<file path="src/twomc_pkg.sv">
// Shared types and constants for the three-way ordinal merge check unit.
package twomc_pkg;

  localparam int CNT_W      = 7;
  localparam int REG_W      = 7;
  localparam int PORT_ORD_W = 32;
  localparam int RESULT_CAP = 64;

  localparam logic CMD_LOAD   = 1'b0;
  localparam logic CMD_FINISH = 1'b1;

  localparam logic [1:0] LIST_NONE = 2'd3;

  localparam logic [REG_W-1:0] REG_RESET = 7'd64;

  typedef enum logic [2:0] {
    ST_ELEMENT    = 3'd0,
    ST_EMPTY_OK   = 3'd1,
    ST_LIST_LIMIT = 3'd2,
    ST_AGG_LIMIT  = 3'd3,
    ST_ORDER      = 3'd4,
    ST_DUPLICATE  = 3'd5
  } status_t;

  typedef enum logic [1:0] {
    REG_MAX_A,
    REG_MAX_B,
    REG_MAX_C,
    REG_MAX_TOTAL
  } reg_index_t;

  typedef enum logic {
    OP_LOAD,
    OP_FINISH
  } op_kind_t;

  typedef struct packed {
    op_kind_t               kind;
    logic [1:0]             sel;
    logic [PORT_ORD_W-1:0]  ord;
  } op_t;

  typedef struct packed {
    logic [REG_W-1:0] max_a;
    logic [REG_W-1:0] max_b;
    logic [REG_W-1:0] max_c;
    logic [REG_W-1:0] max_total;
  } limits_t;

  typedef enum logic [1:0] {
    BK_IDLE,
    BK_READ,
    BK_CMP,
    BK_REPORT
  } back_state_t;

  typedef enum logic {
    PASS_CHECK,
    PASS_EMIT
  } pass_t;

endpackage

</file>
<file path="src/twomc_front.sv">
// Front end: accepts input beats, drops unknown-list loads, queues decoded operations.
module twomc_front import twomc_pkg::*; (
  input  logic                  clk,
  input  logic                  rst,
  input  logic                  in_valid,
  output logic                  in_stall,
  input  logic                  command,
  input  logic [1:0]            list_select,
  input  logic [PORT_ORD_W-1:0] ordinal,
  output logic                  q_valid,
  output op_t                   q_op,
  input  logic                  q_pop
);

  logic [1:0] fill;
  logic       wr_ptr;
  logic       rd_ptr;
  op_t        slot [2];
  op_t        op_in;
  logic       keep;
  logic       push;

  assign in_stall = (fill == 2'd2);
  assign q_valid  = (fill != 2'd0);
  assign q_op     = slot[rd_ptr];

  always_comb begin
    op_in.kind = (command == CMD_FINISH) ? OP_FINISH : OP_LOAD;
    op_in.sel  = list_select;
    op_in.ord  = ordinal;
    keep       = (command == CMD_FINISH) || (list_select != LIST_NONE);
    push       = in_valid && !in_stall && keep;
  end

  always_ff @(posedge clk) begin
    if (rst) begin
      fill   <= 2'd0;
      wr_ptr <= 1'b0;
      rd_ptr <= 1'b0;
    end else begin
      if (push) begin
        wr_ptr <= !wr_ptr;
      end
      if (q_pop) begin
        rd_ptr <= !rd_ptr;
      end
      fill <= fill + 2'(push) - 2'(q_pop);
    end
  end

  always_ff @(posedge clk) begin
    if (push) begin
      slot[wr_ptr] <= op_in;
    end
  end

endmodule

</file>
<file path="config.mk">
export PLATFORM = sky130hd
export DESIGN_NAME = twomc_front
export DESIGN_NICKNAME = d
export VERILOG_FILES = /design/src/twomc_pkg.sv /design/src/twomc_front.sv
export SDC_FILE = /design/constraint.sdc
export NUM_CORES = 1
export LEC_CHECK = 0
export ABC_AREA = 1
export ABC_CLOCK_PERIOD_IN_PS = 2630
export BUFFER_PORTS_ARGS = -buffer_cell sky130_fd_sc_hd__buf_2
export CAP_MARGIN = 0
export CORE_UTILIZATION = 40
export DETAILED_ROUTE_END_ITERATION = 12
export PLACE_DENSITY = 0.66
export SLEW_MARGIN = 5
export SYNTH_ARGS = -nofsm -noshare
export SYNTH_HDL_FRONTEND = slang
export SYNTH_SLANG_ARGS = --single-unit
</file>
<file path="constraint.sdc">
create_clock -name clk -period 2.63 [get_ports clk]
set_input_delay 0.526 -clock clk [delete_from_list [all_inputs] [get_ports clk]]
set_output_delay 0.526 -clock clk [all_outputs]
set_load 0.02 [all_outputs]
</file>
==> results of run 1 <==
[worst max-delay path by stage]
| stage | to | depth (start not counted) |
|---|---|---|
| global placement | fill[1] | 11 |
| finish | q_op[0] | 3 |
| CTS | q_op[34] | 3 |
| detailed placement | fill[1] | 11 |
| global route | q_op[34] | 3 |
| floorplan | slot[0][0] | 4 |
[flip-flops by register name (all words and copies together) (netlist names), named ones only]
register,count
slot,70
fill,2
wr_ptr,1
rd_ptr,1
[per-stage QoR]
stage               total power [mW]  cell area [um^2]  setup WS (ns)
floorplan                       1.84              2930          0.472
global placement                1.97              3400          0.756
detailed placement              1.98              3400          0.709
CTS                             3.00              3630          0.545
global route                    3.09              3630          0.521
finish                          2.97              3630          0.591
[metal layers]
metal	track usage [%]	routed length [um]
met1	14.3	1820
met4	9.39	147
met5	0	0
met2	20.2	2360
met3	3.89	229
[cell usage in the layout, fill, tap and decap left out]
master,instances
clkinvlp_4,1
mux2_2,5
dfxtp_1,4
nand3b_1,1
bufinv_16,3
buf_4,6
nand2_1,5
clkinv_1,1
or2_2,1
ha_1,2
dfxtp_2,1
xnor2_1,1
buf_2,75
inv_1,7
nor2_4,1
mux2_4,30
a21oi_1,2
nand3_1,1
edfxtp_1,70
clkbuf_1,2
xor2_1,1
nor2_1,6
clkbuf_8,9
[worst max-delay path: cells and delay by family (launching register included)]
kind	cells	cell delay, ns
buf+inv	2	0.45
flops	1	0.33
mux	1	0.39
[cells by family (layout without fill, tap and decap cells)]
family                     count (synthesis)  count (layout)  share of synthesized area (%)
buffers and inverters                     11             104                           3.34
DFF                                       75              75                           75.3
and+or+nand+nor                           15              15                           2.18
AOI/OAI and AO/OA                          2               2                          0.342
xor gates and xnor gates                   2               2                          0.599
muxes                                     35              35                           17.3
adders and majority gates                  2               2                          0.856
[power by group through the flow]
stage               registers, mW  logic, mW  clock network (mW)
finish                       1.46      0.491                1.02
global route                 1.47      0.528                1.09
CTS                          1.46      0.501                1.04
detailed placement           1.48      0.500                   0
global placement             1.48      0.495                   0
floorplan                    1.48      0.359                   0
[final cells by class]
class	instances	area [um^2]
Timing Repair Buffer	81	420
Multi-Input combinational cell	56	631
Fill cell	579	3310
Tap cell	96	120
Clock buffer	11	131
Inverter	7	26.3
Sequential cell	75	2200
Clock inverter	5	101
==> reports/metrics.csv, run 1 <==
metric,value,unit
CTS tree,yes,
Post-CTS Hold Fix Bufs,0,
Post-synth EDFFs,70,
Worst Hold Depth,1,
Netlist Area Pre-Place,2920,um^2
unrepaired setup endpoints after global routing,no,
fin cells,331,
Setup crit end kind,output pin,
CP Max Fanout,17,
share of flip-flops with an asynchronous set or reset,0,%
worst-skew pair later-pin latency,0.34,ns
H-tree levels,3,
cts repair resizes,0,
TritonCTS Buffers,9,
Crit path required time,2.10,ns
Slowest Stage Delay on Critical Path,0.39,ns
Netlist cell types,16,
synth cell count leaders,"edfxtp_1 (70), mux2_4 (30), inv_1 (7), nor2_1 (7)",
Final setup violation count,0,
Max Clk Rate,490,MHz
Final Cycle Share,77.5,%
drt drc,0,
min-delay src,ordinal[9],
Worst Setup Start Kind,flop,
max-slew violations,0,
first-pass GRT wire length,6710,um
Die X-Extent,87.5,um
worst reg2reg path depth,10,
"Min Clock Period, post-route",2.04,ns
initial antenna violation count,0,
Final Skew,0.00830,ns
Hold Slack,0.369,ns
max cap viols,0,
RePlAce Congestion,0.689,
detailed placer's ending HPWL,3100,um
Pwr Density,816,nW/um^2
Row Count,30,
router iterations before antenna repair,3,
syn_nets,183,
All-Layer GR Usage,12.7,%
Via density,4.45,
Mapped Cells,142,
die footprint,7650,um^2
top area cells in the synthesized netlist,"edfxtp_1 (72%), mux2_4 (15%), dfxtp_1 (3.4%)",
dominant synthesized flop cell,edfxtp_1,
core outline area,6940,um^2
Reg power frac,49.2,%
CP max stage cell,mux2_2,
Max-slew headroom,77.9,%
internal power,2.27,mW
Sw Pwr,0.696,mW
Die Span Y,87.5,um
Synth Register Bits,75,
fin util,52.3,%
Initial Utilization,42.1,%
placed cells,315,
CP arrival,1.51,ns
"critical path, cell by cell",buf_4 -> mux2_2 -> buf_2,
setup tns final,0,ns
reg2reg end,fill[1],
n_diodes,0,
reg2reg start,fill[0],
Synth area leader,edfxtp_1,
layout cells sized above 1,56.2,%
GRT overflow,0,
combinational share of power,16.6,%
Post-layout nets,271,
P_leak,1.48,nW
total wire length,4560,um
CTS Root Cell,clkbuf_8,
Synth-to-Final Area Change,24.3,%
initial DRC count,74,
status,completed,
Sink Count,75,
number of global-route vias before repair,1456,
most common cell in the netlist,edfxtp_1,
critical path class,flop to output pin,
final hold violation count,0,
Worst-Margin Slew,0.332,ns
Synth top area share,71.9,%
Wirelength per Cell,13.8,um
Worst-path clk slew,0.08,ns
Reg2Reg Setup Slack,0.91,ns
Max Root-Sink Buffers,2,
Post-CTS Repair Setup Buffers,0,
Yosys warnings,0,
Hold EP,slot[0][9],
largest net degree at the start of global routing,23,
clock network power share,34.3,%
via count,1473,
port bufs,75,
Top Ports,76,
switching share of power,23.5,%
post-route ant nets,0,
min-delay worst type,input pin to flop,
Mean Syn Cell Area,20.6,um^2
Worst VDD drop,363,uV
register area share after synthesis,75.3,%
Power figures use the tool's default switching activity.
==> inputs of run 2 (changes only) <==
- ABC_AREA: 1 -> 0
- ABC_CLOCK_PERIOD_IN_PS: 2630 -> 1900
- PLACE_DENSITY: 0.66 -> default
- clock period: 2.63 -> 1.9 ns (I/O delays scaled with it)
==> run 2 against run 1 <==
- sequential power is 45% higher
- critical path type unchanged
- synthesized cell count is 5.6% lower
- clock power is 9% higher
- global-route usage is 0.33 points lower
- flip-flop and latch count stayed put
- highest routed layer unchanged
- clock-buffer cell count stayed put
==> reports/metrics.csv, run 2 <==
metric,value,unit,change
All-Layer GR Usage,12.3,%,-0.33 points
Pwr Density,1160,nW/um^2,+42%
Netlist cell types,15,,-1
Sink Count,75,,unchanged
Netlist Area Pre-Place,2800,um^2,-4.4%
layout cells sized above 1,59.3,%,+3.1 points
"Min Clock Period, post-route",1.80,ns,
CP Max Fanout,22,,+5
largest family of logic cells by synthesized area,multiplexers,,
Top Ports,76,,unchanged
status,completed,,
"commonest non-fill, non-tap cell in the layout",buf_2,,
clock network power share,27.5,%,-6.8 points
Reg power frac,52.3,%,+3.1 points
Worst-Margin Slew,0.312,ns,-0.0201 ns
"commonest non-fill, non-tap cells in the layout","buf_2 (75), edfxtp_1 (70), mux2_2 (35)",,
dominant synthesized flop cell,edfxtp_1,,
Mean Syn Cell Area,20.9,um^2,+1.3%
cell family with most CP delay,buffers and inverters,,
reg2reg start,fill[1],,
Row Count,30,,unchanged
CTS tree,yes,,
Mapped Cells,134,,-5.6%
footprint of the multi-input gates,556,um^2,-12%
Wirelength per Cell,14.0,um,+2.1%
Initial Utilization,41.4,%,-0.72 points
Worst Setup Start Kind,flop,,
internal power,2.98,mW,+31%
Post-CTS Hold Fix Bufs,0,,unchanged
Post-layout nets,263,,-3.0%
Synth top area share,75.2,%,+3.3 points
Die Span Y,85.6,um,-2.2%
Synth-to-Final Area Change,23.9,%,
multiplexer area fraction after synthesis,14.6,%,-2.7 points
Final Skew,0.00407,ns,-0.00423 ns
Max Clk Rate,557,MHz,
xor-xnor portion of the synthesized cell area,0.940,%,+0.34 points
Synth area leader,edfxtp_1,,
fillers,581,,+0.35%
highest routed layer,met4,,
switching share of power,26.1,%,+2.6 points
Worst-path clk slew,0.07,ns,about the same
worst-skew pair later-pin latency,0.33,ns,about the same
die footprint,7330,um^2,-4.3%
Overall Power,4.03,mW,+36%
fin area,3460,um^2,-4.6%
M1 WL,1750,um,-3.6%
initial DRC count,51,,-31%
unrepaired setup endpoints after global routing,no,,
Crit path required time,1.52,ns,-0.58 ns
adder-cell share of the synthesized area,0.895,%,+0.039 points
initial antenna violation count,0,,unchanged
Max Root-Sink Buffers,2,,unchanged
Worst Hold Depth,1,,unchanged
combinational share of power,20.2,%,+3.6 points
met2 WL post-DR,2230,um,-5.4%
GRT overflow,0,,unchanged
Die X-Extent,85.6,um,-2.2%
register area share after synthesis,78.8,%,+3.4 points
Top reg by flops,slot,,
number of global-route vias before repair,1436,,-1.4%
drt drc,0,,unchanged
CP max stage cell,mux2_2,,
Max-slew headroom,79.2,%,+1.3 points
"critical path, cell by cell",buf_6 -> mux2_2 -> buf_2,,
Slowest Stage Delay on Critical Path,0.36,ns,-0.03 ns
Reg2Reg Setup Slack,0.30,ns,-0.61 ns
top area cells in the synthesized netlist,"edfxtp_1 (75%), mux2_2 (14%), dfxtp_1 (3.6%)",,
min-delay worst type,input pin to flop,,
port bufs,75,,unchanged
final hold violation count,0,,unchanged
setup tns final,0,ns,unchanged
Post-synth EDFFs,70,,unchanged
max FFs per register,70,,unchanged
CP arrival,1.42,ns,-0.09 ns
Synth Area in Simple Gates,2.86,%,+0.68 points
Final Cycle Share,94.5,%,
post-route ant nets,0,,unchanged
first-pass GRT wire length,6510,um,-2.9%
P_leak,1.32,nW,-11%
placed cell area,3290,um^2,-3.3%
syn_nets,175,,-4.4%
Synth Register Bits,75,,unchanged
share of flip-flops with an asynchronous set or reset,0,%,unchanged
router iterations before antenna repair,4,,+1
core outline area,6760,um^2,-2.7%
Via density,4.70,,+5.5%
Bufs and invs on worst path,2,,unchanged
critical path class,flop to output pin,,
Worst VDD drop,601,uV,+65%
most common cell in the netlist,edfxtp_1,,
Sw Pwr,1.05,mW,+51%
Hold EP,slot[0][11],,
met3 WL,270,um,+18%
min-delay src,ordinal[11],,
max cap viols,0,,unchanged
TritonCTS Buffers,9,,unchanged
RePlAce Congestion,0.624,,-9.4%
detailed placer's ending HPWL,2830,um,-8.8%
H-tree levels,3,,unchanged
largest net degree at the start of global routing,23,,unchanged
via count,1437,,-2.4%
fin util,51.3,%,-1.0 points
reg2reg end,fill[1],,
Yosys warnings,0,,unchanged
synth cell count leaders,"edfxtp_1 (70), mux2_2 (35), nor2_1 (7), dfxtp_1 (5), buf_6 (4)",,
CTS Root Cell,clkbuf_8,,
Regs by FF count,"slot x70, fill x2",,
Reg area,2200,um^2,unchanged
Final setup violation count,0,,unchanged
n_diodes,0,,unchanged
compound-gate portion of the synthesized area,0,%,-0.34 points
total wire length,4300,um,-5.6%
Setup crit end kind,output pin,,
worst reg2reg path depth,8,,-2
max-slew violations,0,,unchanged
[run 2: metal layers]
layer,global-route usage [%],vias to the layer above
li1,-,692
met3,5.58,4
met4,6.36,0
met5,0,-
met1,12.9,690
met2,20.9,51
[run 2: worst max path at each step]
stage                  from          to  cells past startpoint
floorplan           fill[1]  slot[0][0]                      3
global placement    command     fill[1]                      9
detailed placement  command     fill[1]                      9
CTS                    flop     q_op[9]                      3
global route           flop    q_op[12]                      3
finish                 flop     q_op[9]                      3
[run 2: repair_timing]
item	4_1_cts	5_1_grt
setup buffers	0	0
gates resized for setup	1	0
endpoints found under the setup margin	22	0
[run 2: stage by stage]
step	std cells	hold WS, ns	setup WS, ns
5_1_grt	306	0.202	0.0220
3_5_place_dp	291	0.508	0.135
6_report	306	0.231	0.104
4_1_cts	306	0.209	0.0536
3_3_place_gp	291	0.509	0.163
2_1_floorplan	134	0.452	-0.0702
[run 2: logic make-up (layout without fill, tap and decap cells)]
logic type	Yosys count	in the layout
flops	75	75
mux	36	36
simple gates	12	12
buf+inv	6	98
xor+xnor	3	3
fa+ha+maj	2	2
[run 2: cell type report]
| class | instances | share of cell area (%) |
|---|---|---|
| Sequential cell | 75 | 63.6 |
| Multi-Input combinational cell | 53 | 16.0 |
| Timing Repair Buffer | 81 | 12.2 |
| Clock buffer | 11 | 3.79 |
| Tap cell | 80 | 2.89 |
| Clock inverter | 4 | 1.23 |
| Inverter | 2 | 0.217 |
[run 2: power by group through the flow]
stage / registers (mW) / clock network, mW / logic (mW)
floorplan: 2.13 / 0 / 0.560
global placement: 2.14 / 0 / 0.825
detailed placement: 2.14 / 0 / 0.825
CTS: 2.11 / 1.14 / 0.830
global route: 2.12 / 1.23 / 0.874
finish: 2.11 / 1.11 / 0.812
[run 2: worst register-to-register path: stages, from the launching register on]
cell,delay [ns]
dfxtp_1,0.33
nor2b_4,0.13
nand3b_4,0.20
ha_1,0.30
inv_1,0.04
ha_1,0.17
xor2_1,0.15
xnor2_1,0.13
nor2_1,0.05
==> inputs of run 3 (changes only) <==
- PLACE_DENSITY: default -> 0.73
==> run 3 against run 2 <==
- worst hold slack lost 0.0044 ns
- sequential power about the same
- clock skew is 0.0059 ns higher
- routed wire length up 2.1%
- register-to-register slack lost 0.02 ns
- first-iteration DRC count down 16%
- power is 1.6% higher
- via count increased by 1.0%
- final area increased by 0.79%
- non-clock buffer count is the same
- cell count up 0.33%
==> reports/metrics.csv, run 3 (synthesis gave the netlist of run 2 again) <==
metric,value,unit,change
Reg2Reg Setup Slack,0.28,ns,-0.02 ns
TritonCTS Buffers,9,,unchanged
Sw Pwr,1.10,mW,+4.7%
Post-CTS Hold Fix Bufs,0,,unchanged
combinational share of power,20.1,%,about the same
Wirelength per Cell,14.3,um,+1.7%
total wire length,4390,um,+2.1%
detailed placer's ending HPWL,2930,um,+3.5%
internal power,2.99,mW,+0.52%
reg2reg end,fill[1],,
drt drc,0,,unchanged
die footprint,7330,um^2,unchanged
Initial Utilization,41.4,%,unchanged
via count,1452,,+1.0%
router iterations before antenna repair,4,,unchanged
Max-slew headroom,82.9,%,+3.7 points
Reg power frac,51.5,%,-0.8 points
n_diodes,0,,unchanged
largest net degree at the start of global routing,25,,+8.7%
Setup crit end kind,output pin,,
Max Root-Sink Buffers,2,,unchanged
Post-layout nets,263,,unchanged
final hold violation count,0,,unchanged
CP arrival,1.40,ns,-0.02 ns
Hold Slack,0.226,ns,-0.00443 ns
Final Cycle Share,93.5,%,-1.0 points
Pwr Density,1170,nW/um^2,+0.81%
Via density,4.73,,+0.71%
CTS Root Cell,clkbuf_8,,
fillers,558,,-4.0%
worst-skew pair later-pin latency,0.34,ns,about the same
number of global-route vias before repair,1472,,+2.5%
Die X-Extent,85.6,um,unchanged
"commonest non-fill, non-tap cells in the layout","buf_2 (75), edfxtp_1 (70), mux2_2 (35)",,
critical path class,flop to output pin,,
Max Clk Rate,563,MHz,+1.1%
GRT overflow,0,,unchanged
initial antenna violation count,0,,unchanged
max-slew violations,0,,unchanged
Die Span Y,85.6,um,unchanged
Worst Setup Start Kind,flop,,
cts repair resizes,0,,-1
Top reg by flops,slot,,
Sink Count,75,,unchanged
Hold EP,slot[1][11],,
clock network power share,28.4,%,+0.9 points
status,completed,,
min-delay worst type,input pin to flop,,
Regs by FF count,"slot x70, fill x2",,
Worst-Margin Slew,0.256,ns,-0.0552 ns
"Min Clock Period, post-route",1.78,ns,-0.0193 ns
first-pass GRT wire length,6750,um,+3.6%
Overall Power,4.09,mW,+1.6%
CP Max Fanout,11,,-50%
layout cells sized above 1,61.2,%,+1.9 points
Row Count,30,,unchanged
Worst Hold Depth,1,,unchanged
Worst-path clk slew,0.08,ns,about the same
min-delay src,ordinal[11],,
RePlAce Congestion,0.634,,+1.6%
Final setup violation count,0,,unchanged
Crit path required time,1.52,ns,about the same
"commonest non-fill, non-tap cell in the layout",buf_2,,
reg2reg start,fill[1],,
core outline area,6760,um^2,unchanged
initial DRC count,43,,-16%
P_leak,1.33,nW,+0.71%
Synth-to-Final Area Change,24.9,%,
Worst VDD drop,556,uV,-7.5%
max cap viols,0,,unchanged
Top Ports,76,,unchanged
CTS tree,yes,,
Post-CTS Repair Setup Buffers,0,,unchanged
unrepaired setup endpoints after global routing,no,,
worst reg2reg path depth,8,,unchanged
All-Layer GR Usage,12.5,%,+0.23 points
Final Skew,0.00993,ns,+0.00586 ns
port bufs,75,,unchanged
post-route ant nets,0,,unchanged
switching share of power,26.9,%,+0.80 points
H-tree levels,3,,unchanged
max FFs per register,70,,unchanged
## run 3: area by class of cell
type                            count  area (um^2)  area share (%)
Sequential cell                    75         2200            63.1
Multi-Input combinational cell     53          556            15.9
Timing Repair Buffer               81          433            12.4
Clock buffer                        9          124            3.55
Tap cell                           80          100            2.87
Clock inverter                      7         68.8            1.97
Inverter                            2         7.51           0.215
## run 3: stage by stage
stage          area (um^2)  utilization [%]  setup TNS (ns)  setup WS [ns]  cells
2_1_floorplan         2800                -           -4.91        -0.0702    134
5_1_grt               3490             51.7               0         0.0683    307
4_1_cts               3490             51.7               0         0.0988    307
3_3_place_gp          3300             48.8               0          0.177    291
3_5_place_dp          3300             48.8               0          0.108    291
6_report              3490             51.7               0          0.123    307
## run 3: worst max-delay path by stage
stage               startpoint          to  slack (ns)  cells past startpoint
finish                    flop    q_op[25]        0.12                      3
CTS                       flop    q_op[25]         0.1                      3
global route              flop    q_op[31]        0.07                      3
detailed placement     command     fill[1]        0.11                      9
global placement       command     fill[1]        0.18                      9
floorplan              fill[1]  slot[0][0]       -0.07                      3
## run 3: routing by layer
metal | GRT usage (%) | vias to the layer above | share of wire [%]
li1 | - | 692 | -
met1 | 14.4 | 684 | 42
met2 | 21.0 | 64 | 49
met4 | 6.82 | 0 | 2.4
met5 | 0 | - | 0
met3 | 3.95 | 12 | 7.0
## run 3: worst max-delay path, stage by stage, from the launching register on
cell and delay (ns):
dfxtp_2 0.35, buf_4 0.20, mux2_2 0.36, buf_2 0.16
## run 3: power groups by stage
stage	clock network [mW]	registers, mW	logic [mW]
floorplan	0	2.13	0.560
global placement	0	2.13	0.823
detailed placement	0	2.14	0.836
CTS	1.20	2.11	0.840
global route	1.26	2.13	0.888
finish	1.16	2.11	0.821
